File: config.mk
export PLATFORM = sky130hd
export DESIGN_NAME = encoder_knob_light_controller
export DESIGN_NICKNAME = d
export VERILOG_FILES = /design/src/hw/rtl/ekl_pkg.sv /design/src/hw/rtl/ekl_button.sv /design/src/hw/rtl/ekl_level.sv /design/src/hw/rtl/encoder_knob_light_controller.sv
export SDC_FILE = /design/constraint.sdc
export NUM_CORES = 1
export LEC_CHECK = 0
export ABC_AREA = 1
export BUFFER_PORTS_ARGS = -buffer_cell sky130_fd_sc_hd__buf_2
export CELL_PAD_IN_SITES_DETAIL_PLACEMENT = 0
export CELL_PAD_IN_SITES_GLOBAL_PLACEMENT = 1
export CORE_ASPECT_RATIO = 0.7
export CORE_MARGIN = 3
export CORE_UTILIZATION = 42
export CTS_BUF_LIST = sky130_fd_sc_hd__clkbuf_8 sky130_fd_sc_hd__clkbuf_16
export CTS_CLUSTER_DIAMETER = 120
export DETAILED_ROUTE_END_ITERATION = 8
export GPL_ROUTABILITY_DRIVEN = 0
export PLACE_DENSITY_LB_ADDON = 0.1
export SETUP_SLACK_MARGIN = 0.5
export SYNTH_ARGS = -nofsm -noshare
export SYNTH_HDL_FRONTEND = slang
export SYNTH_SLANG_ARGS = --single-unit
File: constraint.sdc
create_clock -name clk -period 5.7 [get_ports clk]
set_input_delay 0.57 -clock clk [delete_from_list [all_inputs] [get_ports clk]]
set_output_delay 0.57 -clock clk [all_outputs]
set_load 0.02 [all_outputs]
File: src/hw/rtl/ekl_pkg.sv
`timescale 1ns / 1ps

package ekl_pkg;

	// Reset brightness
	localparam logic [7:0] DEFAULT_LEVEL = 8'd128;

	// Saturation value of the tick counters
	localparam logic [10:0] TICK_MAX = 11'h7FF;

	// Configuration register indexes
	localparam logic [2:0] REG_PULSES_PER_STEP     = 3'd0;
	localparam logic [2:0] REG_STEP_SIZE           = 3'd1;
	localparam logic [2:0] REG_BRIGHTNESS_FLOOR    = 3'd2;
	localparam logic [2:0] REG_BRIGHTNESS_CEILING  = 3'd3;
	localparam logic [2:0] REG_DEBOUNCE_TICKS      = 3'd4;
	localparam logic [2:0] REG_SEND_INTERVAL_TICKS = 3'd5;

	// Configuration reset values
	localparam logic [2:0] PPS_RESET      = 3'd4;
	localparam logic [7:0] STEP_RESET     = 8'd8;
	localparam logic [7:0] FLOOR_RESET    = 8'd1;
	localparam logic [7:0] CEILING_RESET  = 8'd255;
	localparam logic [9:0] DEBOUNCE_RESET = 10'd50;
	localparam logic [9:0] INTERVAL_RESET = 10'd100;

	// Light mode codes
	localparam logic [1:0] LIGHT_RED   = 2'd0;
	localparam logic [1:0] LIGHT_WHITE = 2'd1;
	localparam logic [1:0] LIGHT_OFF   = 2'd2;

	// Quadrature table indexed by {previous pair, current pair}: +1, -1 or 0
	localparam logic [1:0] QUAD_TABLE [16] = '{
		2'b00, 2'b11, 2'b01, 2'b00,
		2'b01, 2'b00, 2'b00, 2'b11,
		2'b11, 2'b00, 2'b00, 2'b01,
		2'b00, 2'b01, 2'b11, 2'b00
	};

	typedef struct packed {
		logic [2:0] pulses_per_step;
		logic [7:0] step_size;
		logic [7:0] brightness_floor;
		logic [7:0] brightness_ceiling;
		logic [9:0] debounce_ticks;
		logic [9:0] send_interval_ticks;
	} cfg_t;

	typedef struct packed {
		logic [1:0] light_mode;
		logic       mode_strobe;
	} btn_res_t;

	typedef struct packed {
		logic [7:0] level;
		logic       level_strobe;
	} lvl_res_t;

	// Saturating tick increment
	function automatic logic [10:0] tick_up(input logic [10:0] c);
		return (c < TICK_MAX) ? c + 11'd1 : TICK_MAX;
	endfunction

endpackage

File: src/hw/rtl/ekl_button.sv
`timescale 1ns / 1ps

module ekl_button import ekl_pkg::*; (
	input  logic     clk,
	input  logic     arst_n,
	input  logic     en,
	input  logic     button_level,
	input  cfg_t     cfg,
	output btn_res_t res
);

	logic        raw_prev_q;
	logic        stable_q;
	logic [10:0] since_change_q;
	logic [1:0]  mode_q;

	logic        stable_d;
	logic [10:0] since_change_d;
	logic [1:0]  mode_d;
	logic        strobe_d;

	// Debounce the button and advance the mode on a settled press
	always_comb begin
		since_change_d = tick_up(since_change_q);
		stable_d       = stable_q;
		mode_d         = mode_q;
		strobe_d       = 1'b0;
		if (button_level != raw_prev_q) begin
			since_change_d = '0;
		end
		if ((since_change_d > {1'b0, cfg.debounce_ticks}) && (button_level != stable_q)) begin
			stable_d = button_level;
			if (!button_level) begin
				strobe_d = 1'b1;
				case (mode_q)
					LIGHT_RED:   mode_d = LIGHT_WHITE;
					LIGHT_WHITE: mode_d = LIGHT_OFF;
					default:     mode_d = LIGHT_RED;
				endcase
			end
		end
	end

	// Commit state on each request
	always_ff @(posedge clk or negedge arst_n) begin
		if (!arst_n) begin
			raw_prev_q     <= 1'b1;
			stable_q       <= 1'b1;
			since_change_q <= '0;
			mode_q         <= LIGHT_RED;
		end else if (en) begin
			raw_prev_q     <= button_level;
			stable_q       <= stable_d;
			since_change_q <= since_change_d;
			mode_q         <= mode_d;
		end
	end

	assign res.light_mode  = mode_d;
	assign res.mode_strobe = strobe_d;

	a_press_settles: assert property (@(posedge clk) disable iff (!arst_n)
		(en && strobe_d) |=> (!stable_q && !raw_prev_q))
		else $error("mode advanced without a settled press");

	a_mode_code: assert property (@(posedge clk) disable iff (!arst_n)
		(mode_q == LIGHT_RED) || (mode_q == LIGHT_WHITE) || (mode_q == LIGHT_OFF))
		else $error("mode register left the red/white/off cycle");

	a_strobe_on_press: assert property (@(posedge clk) disable iff (!arst_n)
		(en && strobe_d) |-> !button_level)
		else $error("mode advanced on a release");

endmodule

File: src/hw/rtl/ekl_level.sv
`timescale 1ns / 1ps

module ekl_level import ekl_pkg::*; (
	input  logic     clk,
	input  logic     arst_n,
	input  logic     en,
	input  logic     pin_a,
	input  logic     pin_b,
	input  cfg_t     cfg,
	output lvl_res_t res
);

	logic [1:0]  prev_pair_q;
	logic [3:0]  accum_q;
	logic [7:0]  level_q;
	logic        pending_q;
	logic [10:0] since_send_q;

	logic [1:0]        pair;
	logic [1:0]        delta;
	logic signed [4:0] acc_sum;
	logic signed [4:0] acc_sat;
	logic signed [4:0] pps;
	logic signed [4:0] pps_neg;
	logic [3:0]        accum_d;
	logic              step_up;
	logic              step_dn;
	logic signed [9:0] nl;
	logic signed [9:0] floor_s;
	logic signed [9:0] ceil_s;
	logic signed [9:0] nl_clamp;
	logic [7:0]        level_d;
	logic              pend_step;
	logic              pending_d;
	logic [10:0]       since_send_d;
	logic              strobe_d;

	assign pair  = {pin_a, pin_b};
	assign delta = QUAD_TABLE[{prev_pair_q, pair}];

	// Decode the pair and saturate the accumulator to 4 signed bits
	always_comb begin
		acc_sum = {accum_q[3], accum_q} + {{3{delta[1]}}, delta};
		if (acc_sum > 5'sd7) begin
			acc_sat = 5'sd7;
		end else if (acc_sum < -5'sd8) begin
			acc_sat = -5'sd8;
		end else begin
			acc_sat = acc_sum;
		end
	end

	// Take at most one brightness step per request
	always_comb begin
		pps     = (cfg.pulses_per_step == 3'd0) ? 5'sd1 : {2'b00, cfg.pulses_per_step};
		pps_neg = -pps;
		step_up = 1'b0;
		step_dn = 1'b0;
		accum_d = acc_sat[3:0];
		if (acc_sat >= pps) begin
			step_up = 1'b1;
			accum_d = 4'(acc_sat - pps);
		end else if (acc_sat <= pps_neg) begin
			step_dn = 1'b1;
			accum_d = 4'(acc_sat + pps);
		end
	end

	// Move and clamp the brightness; floor is tested first
	always_comb begin
		floor_s = {2'b00, cfg.brightness_floor};
		ceil_s  = {2'b00, cfg.brightness_ceiling};
		if (step_dn) begin
			nl = {2'b00, level_q} - {2'b00, cfg.step_size};
		end else begin
			nl = {2'b00, level_q} + {2'b00, cfg.step_size};
		end
		if (nl < floor_s) begin
			nl_clamp = floor_s;
		end else if (nl > ceil_s) begin
			nl_clamp = ceil_s;
		end else begin
			nl_clamp = nl;
		end
		level_d   = level_q;
		pend_step = pending_q;
		if ((step_up || step_dn) && (nl_clamp[7:0] != level_q)) begin
			level_d   = nl_clamp[7:0];
			pend_step = 1'b1;
		end
	end

	// Throttle sends by the interval counter
	always_comb begin
		since_send_d = tick_up(since_send_q);
		pending_d    = pend_step;
		strobe_d     = 1'b0;
		if (pend_step && (since_send_d >= {1'b0, cfg.send_interval_ticks})) begin
			since_send_d = '0;
			pending_d    = 1'b0;
			strobe_d     = 1'b1;
		end
	end

	// Commit state on each request
	always_ff @(posedge clk or negedge arst_n) begin
		if (!arst_n) begin
			prev_pair_q  <= '0;
			accum_q      <= '0;
			level_q      <= DEFAULT_LEVEL;
			pending_q    <= 1'b0;
			since_send_q <= '0;
		end else if (en) begin
			prev_pair_q  <= pair;
			accum_q      <= accum_d;
			level_q      <= level_d;
			pending_q    <= pending_d;
			since_send_q <= since_send_d;
		end
	end

	assign res.level        = level_d;
	assign res.level_strobe = strobe_d;

	a_send_clears: assert property (@(posedge clk) disable iff (!arst_n)
		(en && strobe_d) |=> (since_send_q == '0 && !pending_q))
		else $error("send did not restart the interval");

	a_level_holds: assert property (@(posedge clk) disable iff (!arst_n)
		(en && !pending_q && !step_up && !step_dn) |=> $stable(level_q))
		else $error("brightness moved without a step");

	a_one_direction: assert property (@(posedge clk) disable iff (!arst_n)
		!(step_up && step_dn))
		else $error("step taken in both directions");

endmodule

File: src/hw/rtl/encoder_knob_light_controller.sv
`timescale 1ns / 1ps

// Rotary encoder knob light controller. One request is one tick: sampled
// encoder levels pin_a/pin_b and the active-low button_level. Each tick
// yields exactly one result with the mode (red, white, off), the brightness
// after the tick and two strobes: mode_strobe on a debounced press,
// level_strobe on a throttled brightness send. A request is registered,
// decoded and its result registered, so a new request is taken every
// cycle while the input does not stall; the result register loads when the
// request advances out of the input register. The result register holds
// while out_stall is high, and the input stalls only when both the input
// and result registers are full and out_stall is high. Configuration
// writes are always ready and must be issued while no tick is in flight.

module encoder_knob_light_controller import ekl_pkg::*; (
	input  logic       clk,
	input  logic       arst_n,
	// tick input
	input  logic       in_valid,
	output logic       in_stall,
	input  logic       pin_a,
	input  logic       pin_b,
	input  logic       button_level,
	// result output
	output logic       out_valid,
	input  logic       out_stall,
	output logic [1:0] light_mode,
	output logic [7:0] level,
	output logic       mode_strobe,
	output logic       level_strobe,
	// configuration writes
	input  logic       cfg_valid,
	output logic       cfg_ready,
	input  logic [2:0] cfg_index,
	input  logic [9:0] cfg_data
);

	cfg_t     cfg_q;
	btn_res_t btn_res;
	lvl_res_t lvl_res;

	logic valid_s1;
	logic pin_a_s1;
	logic pin_b_s1;
	logic button_s1;
	logic valid_s2;
	logic advance;

	assign cfg_ready = 1'b1;

	// Write configuration registers
	always_ff @(posedge clk or negedge arst_n) begin
		if (!arst_n) begin
			cfg_q.pulses_per_step     <= PPS_RESET;
			cfg_q.step_size           <= STEP_RESET;
			cfg_q.brightness_floor    <= FLOOR_RESET;
			cfg_q.brightness_ceiling  <= CEILING_RESET;
			cfg_q.debounce_ticks      <= DEBOUNCE_RESET;
			cfg_q.send_interval_ticks <= INTERVAL_RESET;
		end else if (cfg_valid && cfg_ready) begin
			case (cfg_index)
				REG_PULSES_PER_STEP:     cfg_q.pulses_per_step     <= cfg_data[2:0];
				REG_STEP_SIZE:           cfg_q.step_size           <= cfg_data[7:0];
				REG_BRIGHTNESS_FLOOR:    cfg_q.brightness_floor    <= cfg_data[7:0];
				REG_BRIGHTNESS_CEILING:  cfg_q.brightness_ceiling  <= cfg_data[7:0];
				REG_DEBOUNCE_TICKS:      cfg_q.debounce_ticks      <= cfg_data;
				REG_SEND_INTERVAL_TICKS: cfg_q.send_interval_ticks <= cfg_data;
				default: ;
			endcase
		end
	end

	// Advance the input stage when the result register is free or draining
	assign advance  = valid_s1 && (!valid_s2 || !out_stall);
	assign in_stall = valid_s1 && !advance;

	// Capture the request
	always_ff @(posedge clk or negedge arst_n) begin
		if (!arst_n) begin
			valid_s1 <= 1'b0;
		end else if (!in_stall) begin
			valid_s1 <= in_valid;
		end
	end

	always_ff @(posedge clk) begin
		if (in_valid && !in_stall) begin
			pin_a_s1  <= pin_a;
			pin_b_s1  <= pin_b;
			button_s1 <= button_level;
		end
	end

	ekl_button u_button (
		.clk          (clk),
		.arst_n       (arst_n),
		.en           (advance),
		.button_level (button_s1),
		.cfg          (cfg_q),
		.res          (btn_res)
	);

	ekl_level u_level (
		.clk    (clk),
		.arst_n (arst_n),
		.en     (advance),
		.pin_a  (pin_a_s1),
		.pin_b  (pin_b_s1),
		.cfg    (cfg_q),
		.res    (lvl_res)
	);

	// Result register: load on advance, drop when taken
	always_ff @(posedge clk or negedge arst_n) begin
		if (!arst_n) begin
			valid_s2 <= 1'b0;
		end else if (advance) begin
			valid_s2 <= 1'b1;
		end else if (!out_stall) begin
			valid_s2 <= 1'b0;
		end
	end

	always_ff @(posedge clk) begin
		if (advance) begin
			light_mode   <= btn_res.light_mode;
			mode_strobe  <= btn_res.mode_strobe;
			level        <= lvl_res.level;
			level_strobe <= lvl_res.level_strobe;
		end
	end

	assign out_valid = valid_s2;

	a_stall_only_full: assert property (@(posedge clk) disable iff (!arst_n)
		in_stall |-> (valid_s1 && valid_s2 && out_stall))
		else $error("input stalled with room in the pipeline");

	a_advance_fills: assert property (@(posedge clk) disable iff (!arst_n)
		advance |=> valid_s2)
		else $error("decoded tick lost before the result register");

	a_no_overwrite: assert property (@(posedge clk) disable iff (!arst_n)
		(valid_s2 && out_stall) |-> !advance || !valid_s2 || !out_stall)
		else $error("stalled result overwritten");

endmodule

==> results.toml, run 1 <==
[global_route]
grt_pass1_vias = 5775
grtUsageMet1 = 0.314
grt_overflow = 0
antenna_found_initial = 0
grt_pass1_wl_mm = 30.4
gr-usage-met2 = 0.301
grt_use_met3 = 0.0366
grt_max_degree = 59
top_usage_layer = "met1"
grt_usage = 0.202

[routing]
num_vias = 6216
drt_iter0_drc = 410
drt-pass1-iter-count = 5
wl_mm = 18.9
drc_errors = 0
ant_nets = 0
wl_per_cell_um = 14.7
post_drt_via_cell_ratio = 4.84

[clocking]
clock_latency_ns = 0.35
clockBufferDepth = 2
cts_tree = "yes"
cts.sinks = 105
cts.clk_slew.worst_paths_ns = 0.08
cts_made_buffers = 9
hold_buffers = 0
cts_root_buffer = "clkbuf_16"
cts.htree.levels = 3

[floorplanning]
rows = 39
die_area_sq_mm = 0.0192
initial_core_util = 0.441
io-pin-count = 36
chipHeight_um = 117
core_sq_mm = 0.0167
fp.dieW_um = 164

[yosys]
synth_cell_types = 49
synth-seq-cells = 105
synth_top_area_share = 0.237
yosysWarningCount = 0
synth_most_common_cell = "nand2_1"
synth_top_cell_by_area = "dfrtp_1"
ys_seq_area_frac = 0.370
netlist_top_cells_count = "nand2_1, inv_1, o21ai_0"
synth_edf_count = 15
synth_nets = 1044
syn_area_sq_mm = 0.00738
synthArstFlopShare = 0.857
syn_area_per_cell_sq_um = 7.80
synth_ff_type = "dfrtp_1"
ys_top_cells_by_area = "dfrtp_1, nand2_1, ha_1, inv_1, dfstp_2"
syn_inst = 946

[sta]
period_minus_slack_ns = 5.91
whs_ns = 0.155
drv_slew = 0
setup_viol = 26
max-slew-margin-rel = 0.388
max_freq_mhz = 169
finalHoldViolations = 0
rsz0062_at_grt = "yes"
fin_crit_sh = 1.04
fin_skew_ns = 0.00990
max_slew.worst_pin.slew_ns = 0.917
fin_setup_tns_ns = -4.27
setup_ws_ns = -0.214

[setup_path]
critical_path_required_ns = 5.99
worstPathArrival_ns = 6.21
critPathKind = "register to register"
slowest_delay_ns = 0.43
slowest_stage = "edfxtp_1"
cp-end-kind = "register"
crit_path_max_fanout = 7
cp-start-kind = "register"

[finish]
drive_gt1_frac = 0.281
synthToLayoutAreaGrowth_pct = 25.9
nets = 1151
final_core_util = 0.555

[hold_path]
min-delay-path-class = "primary input to asynchronous set/reset pin"

[flow_run]
cap_violations = 0

[placed_design]
dp_hpwl_mm = 13.9
place_ws_ns = -0.216
io_buffers = 34

[status]
status = "complete, but fails checks"
violations = "negative setup slack"
## sequential cells by signal, summed over array words and instances (netlist names), 2 cells and up
signal and cells:
cfg_q 47, level 8, light_mode 2, u_button.mode_q 2
u_button.since_change_q 11, u_level.accum_q 4, u_level.level_q 8, u_level.prev_pair_q 2
u_level.since_send_q 11
## stage by stage
stage,cell area [sq um],std cells
floorplan,7560,946
global placement,8230,1226
detailed placement,8230,1226
CTS,9020,1274
global route,9290,1283
finish,9290,1284
## cells in the final DEF, fill, tap and decap left out, drive strengths merged, types with 3 or more instances in the layout
cell type / instances
o21bai: 4
or2: 6
fa: 5
nand3: 60
buf: 115
o221ai: 3
nor3: 4
dfrtp: 70
a211oi: 3
dfstp: 20
clkinv: 3
nor2: 45
a21o: 4
ha: 72
inv: 157
nand2: 270
xnor2: 4
o21ai: 90
and2: 7
xor2: 21
clkbuf: 10
a21oi: 45
nand4: 10
edfxtp: 15
## cell families (layout without fill, tap and decap cells)
| group | after synthesis | count (layout) | synth area share |
|---|---|---|---|
| other | 2 | 3 | 0.00102 |
| adders and majority gates | 77 | 77 | 0.136 |
| muxes | 1 | 1 | 0.00136 |
| DFF | 105 | 105 | 0.370 |
| xor gates and xnor gates | 25 | 25 | 0.0297 |
| AOI/OAI and AO/OA | 157 | 157 | 0.115 |
| buffers and inverters | 177 | 286 | 0.0982 |
| and+or+nand+nor | 402 | 405 | 0.250 |
## layout make-up
class / count / area, sq um
Clock buffer: 9 / 225
Antenna cell: 1 / 2.50
Inverter: 154 / 611
Sequential cell: 105 / 2730
Multi-Input combinational cell: 667 / 4500
Clock inverter: 7 / 76.3
Tap cell: 225 / 282
Fill cell: 1625 / 7450
Timing Repair Buffer: 116 / 862
## final timing paths
kind                                    from                       to  slack, ns  cells after the start
worst max-delay path                pin_a_s1  u_level.since_send_q[6]      -0.21                     50
worst max register to register      pin_a_s1  u_level.since_send_q[6]      -0.21                     50
worst min-delay path                  arst_n   u_level.prev_pair_q[1]       0.16                      1
min in group clk                button_level                button_s1       0.40                      1
max in group asynchronous             arst_n                cfg_q[40]       4.42                      2
worst min register to register      valid_s1                out_valid       0.48                      2
## repair_timing
item | in CTS | in global routing
setup buffers | 29 | 8
gates cloned | 3 | 1
resized for setup | 62 | 37
pin swaps | 48 | 42
setup endpoints to repair | 29 | 29
## routing by layer
| metal | up-vias | part of all wire |
|---|---|---|
| met4 | 0 | 0.0072 |
| met5 | - | 0 |
| met2 | 95 | 0.41 |
| met3 | 11 | 0.039 |
| met1 | 2854 | 0.54 |
| li1 | 3256 | - |
## worst max-delay path, delay by kind of cell (launching register included)
family | cells | cell delay (ns)
compound gates | 4 | 0.69
xor+xnor | 2 | 0.29
simple gates | 28 | 2.47
fa+ha+maj | 5 | 1.15
flops | 1 | 0.43
buf+inv | 11 | 0.82
Power of run 1 is left out: the tool's default activity adds up to more than one toggle a clock period on the data nets, which glitch-free logic cannot reach.
==> inputs of run 2 (changes only) <==
- BUFFER_PORTS_ARGS: -buffer_cell sky130_fd_sc_hd__buf_2 -> not set
- CORE_UTILIZATION: 42 -> 44
- DONT_BUFFER_PORTS: not set -> 1
==> run 2 against run 1 <==
The run still ends with negative setup slack left. First-iteration DRC count grew 17%. Count of clock-buffer cells in the layout unchanged. Global-route usage is 1.2 points higher. Fmax up 1.2%. Final area down 0.48%.
==> results.toml, run 2 (synthesis results as in run 1) <==
[status]
status = "complete, but fails checks"
violations = "negative setup slack"

[floorplanning]
fp.dieW_um = 161
core_sq_mm = 0.0160
rows = 38
chipHeight_um = 114
initial_core_util = 0.462
io-pin-count = 36
die_area_sq_mm = 0.0184

[finish]
largest_reg_flops = 47
layout_commonest_cell = "nand2_1"
fin_cells = 1252
regArea_sq_mm = 0.00273
multiInputGateArea_sq_mm = 0.00459
drive_gt1_frac = 0.284
top_register = "cfg_q"
diodes = 0
reg_top3 = "cfg_q: 47 flops, u_button.since_change_q: 11 flops, u_level.since_send_q: 11 flops"
final_cell_mix = "nand2_1, inv_1, o21ai_0"
fillers = 1452
synthToLayoutAreaGrowth_pct = 25.3
nets = 1125

[routing]
drt-pass1-iter-count = 5
routed.top_layer = "met4"
dr_wl_met3_um = 769
wl_per_cell_um = 15.8
drt_iter0_drc = 480
wl_met2_mm = 8.70
post_drt_via_cell_ratio = 5.11
ant_nets = 0
drt-met1-wl_mm = 10.2
wl_mm = 19.8
drc_errors = 0
num_vias = 6401

[sta]
setup_ws_ns = -0.143
max-slew-margin-rel = 0.539
rsz0062_at_grt = "yes"
period_minus_slack_ns = 5.84
fin_crit_sh = 1.03
whs_ns = 0.0697
finalHoldViolations = 0
fin_skew_ns = 0.00879
max_slew.worst_pin.slew_ns = 0.689
max_freq_mhz = 171
fin_setup_tns_ns = -2.59
drv_slew = 0
setup_viol = 24

[setup_path]
critPathKind = "register to register"
cp-end-kind = "register"
critical_path_required_ns = 5.99
slowest_delay_ns = 0.44
crit_path_max_fanout = 5
slowest_stage = "edfxtp_1"
cp-start-kind = "register"
worstPathArrival_ns = 6.13

[global_route]
grt_max_degree = 71
antenna_found_initial = 0
grt_pass1_vias = 6146
grt_pass1_wl_mm = 31.6
grt_overflow = 0
grt_usage = 0.214

[placed_design]
io_buffers = 0
dp_cells = 1165
place_ws_ns = -0.163
dp_hpwl_mm = 13.9

[clocking]
clockBufferDepth = 2
cts.htree.levels = 3
cts_root_buffer = "clkbuf_16"
cts.sinks = 105
cts_tree = "yes"
clock_latency_ns = 0.35
cts.clk_slew.worst_paths_ns = 0.08
cts_made_buffers = 9

[hold_path]
min-delay-path-class = "primary input to asynchronous set/reset pin"

[flow_run]
cap_violations = 0
-- run 2: cell count changes in the layout (fill, tap and decap cells not counted), moves of 3 or more --
cell      delta
nand2_4      +5
and2_4       +5
ha_1         -5
buf_4        +5
nand3_2      +9
nand2_1      -7
clkinv_4     +3
ha_2         +4
buf_2       -33
and2_1       -5
nand3_1      -8
-- run 2: repair_timing --
action | CTS | global route
buffers inserted | 51 | 15
cloned | 3 | 1
setup endpoints to repair | 29 | 29
hold buffers | 1 | 0
pin swaps | 36 | 47
hold endpoints to repair | 70 | 0
gates resized for setup | 56 | 65
-- run 2: layout make-up --
cell class,count,area share
Tap cell,220,0.0298
Clock inverter,7,0.00609
Timing Repair Buffer,90,0.0827
Multi-Input combinational cell,667,0.497
Clock buffer,9,0.0244
Sequential cell,105,0.295
Inverter,154,0.0655
-- run 2: critical path, delay by kind of cell, from the launching register on --
kind | cells | cell delay, ns
simple gates | 21 | 1.62
buf+inv | 10 | 1.02
compound gates | 8 | 1.15
fa+ha+maj | 5 | 1.24
flops | 1 | 0.44
xor+xnor | 2 | 0.28
-- run 2: stage by stage --
step,utilization,instance area (sq um)
finish,0.579,9250
global placement,0.493,7870
global route,0.579,9250
floorplan,-,7560
CTS,0.553,8840
detailed placement,0.493,7870
-- run 2: path summary, 6_finish.rpt --
check / end / cells after the start / slack, ns / from
max in group asynchronous: cfg_q[33] / 1 / 5.27 / arst_n
min in group clk: pin_b_s1 / 0 / 0.32 / pin_b
min reg2reg: out_valid / 2 / 0.48 / valid_s1
min: cfg_q[46] / 0 / 0.07 / arst_n
max reg2reg: u_level.since_send_q[0] / 46 / -0.14 / pin_a_s1
max: u_level.since_send_q[0] / 46 / -0.14 / pin_a_s1
-- run 2: routing by layer --
metal | GRT usage | up-vias
li1 | - | 3189
met1 | 0.322 | 3091
met2 | 0.330 | 114
met3 | 0.0369 | 7
met4 | 0.0338 | 0
met5 | 0 | -
Power of run 2 is left out for the same reason.
==> inputs of run 3 (changes only) <==
==> constraint.sdc (replaced) <==
create_clock -name clk -period 5.7 [get_ports clk]
set_input_delay 0.285 -clock clk [delete_from_list [all_inputs] [get_ports clk]]
set_output_delay 0.285 -clock clk [all_outputs]
set_load 0.02 [all_outputs]
==> run 3 against run 2 <==
The run still ends with negative setup slack left. Clock skew barely moved. Final area rose by 0.11%. Worst setup slack got worse by 0.015 ns. Hold slack got worse by 0.033 ns. Utilization rose by 0.063 points. Cell count barely moved. Flip-flop and latch count did not move. Global-route usage fell by 0.23 points. Non-clock buffer count rose by 1. First-iteration DRC count fell by 13%.
==> results.toml, run 3 (synthesis results as in run 1) <==
[floorplanning]
io-pin-count = 36
core_sq_mm = 0.0160
initial_core_util = 0.462
rows = 38
die_area_sq_mm = 0.0184
chipHeight_um = 114
fp.dieW_um = 161

[clocking]
cts_tree = "yes"
cts.clk_slew.worst_paths_ns = 0.07
cts.sinks = 105
clock_latency_ns = 0.35
cts.htree.levels = 3
cts_made_buffers = 9
cts_root_buffer = "clkbuf_16"
clockBufferDepth = 2

[sta]
rsz0062_at_grt = "yes"
setup_ws_ns = -0.158
setup_viol = 26
whs_ns = 0.0365
period_minus_slack_ns = 5.86
fin_setup_tns_ns = -2.96
fin_crit_sh = 1.03
drv_slew = 0
max_slew.worst_pin.slew_ns = 0.692
fin_skew_ns = 0.00851
max_freq_mhz = 171
finalHoldViolations = 0
max-slew-margin-rel = 0.537

[setup_path]
cp-end-kind = "register"
critPathKind = "register to register"
cp_common_cell = "nand2_4"
critical_path_required_ns = 5.80
slowest_stage = "edfxtp_1"
rrSetupSlack_ns = -0.16
slowest_delay_ns = 0.44
crit_path_max_fanout = 5
cp-start-kind = "register"
worstPathArrival_ns = 5.96

[finish]
synthToLayoutAreaGrowth_pct = 25.4
layout_commonest_cell = "nand2_1"
fin_cells = 1253
drive_gt1_frac = 0.284
top_register = "cfg_q"
reg_top3 = "cfg_q: 47 flops, u_button.since_change_q: 11 flops, u_level.since_send_q: 11 flops"
final_core_util = 0.579
final_cell_mix = "nand2_1, inv_1, o21ai_0"
fillers = 1448
largest_reg_flops = 47
nets = 1126
diodes = 0

[global_route]
grt_usage = 0.212
grt_max_degree = 91
grt_overflow = 0
grt_pass1_wl_mm = 31.3
antenna_found_initial = 0
grt_pass1_vias = 6124

[routing]
drt_iter0_drc = 417
drt-pass1-iter-count = 6
wl_mm = 19.6
num_vias = 6383
drc_errors = 0
ant_nets = 0
wl_per_cell_um = 15.6
post_drt_via_cell_ratio = 5.09

[status]
violations = "negative setup slack"
status = "complete, but fails checks"

[placed_design]
io_buffers = 0
dp_cells = 1165
dp_hpwl_mm = 13.9

[hold_path]
min-delay-path-class = "primary input to register"

[flow_run]
cap_violations = 0
-- run 3: layout make-up --
class	instances	area (sq um)	share of cell area
Timing Repair Buffer	91	774	0.0837
Tap cell	220	275	0.0297
Multi-Input combinational cell	667	4590	0.496
Sequential cell	105	2730	0.295
Clock buffer	9	225	0.0243
Inverter	154	606	0.0654
Clock inverter	7	56.3	0.00608
-- run 3: worst max-delay path: cells and delay by family, from the launching register on --
family,cells,cell delay (ns)
compound gates,8,1.15
xor+xnor,2,0.29
fa+ha+maj,5,1.24
buf+inv,9,0.85
flops,1,0.44
simple gates,19,1.59
-- run 3: what timing repair did --
item	4_1_cts	5_1_grt
pin swaps	36	48
endpoints found under the hold margin	90	0
resized for setup	56	65
setup buffers	51	15
setup endpoints to repair	29	29
hold buffers	2	0
gates cloned	3	1
-- run 3: worst paths after layout --
kind                       cells past startpoint                 end  startpoint
setup reg to reg                              43            level[3]    pin_a_s1
max in group asynchronous                      2           cfg_q[27]      arst_n
hold / removal                                 0            pin_b_s1       pin_b
min in group asynchronous                      2  u_level.accum_q[3]      arst_n
hold reg to reg                                2           out_valid    valid_s1
setup / recovery                              43            level[3]    pin_a_s1
-- run 3: routing by layer --
metal | vias up | global-route usage | part of all wire
met4 | 0 | 0.0338 | 0.0027
li1 | 3193 | - | -
met1 | 3078 | 0.318 | 0.51
met5 | - | 0 | 0
met2 | 106 | 0.326 | 0.44
met3 | 6 | 0.0369 | 0.042
-- run 3: through the flow --
stage / setup WS, ns / instance area, sq um
2_1_floorplan: 0.147 / 7560
3_3_place_gp: 0.00106 / 7870
4_1_cts: -0.0465 / 8850
3_5_place_dp: -0.163 / 7870
6_report: -0.158 / 9260
5_1_grt: -0.447 / 9260
Power of run 3 is left out for the same reason.
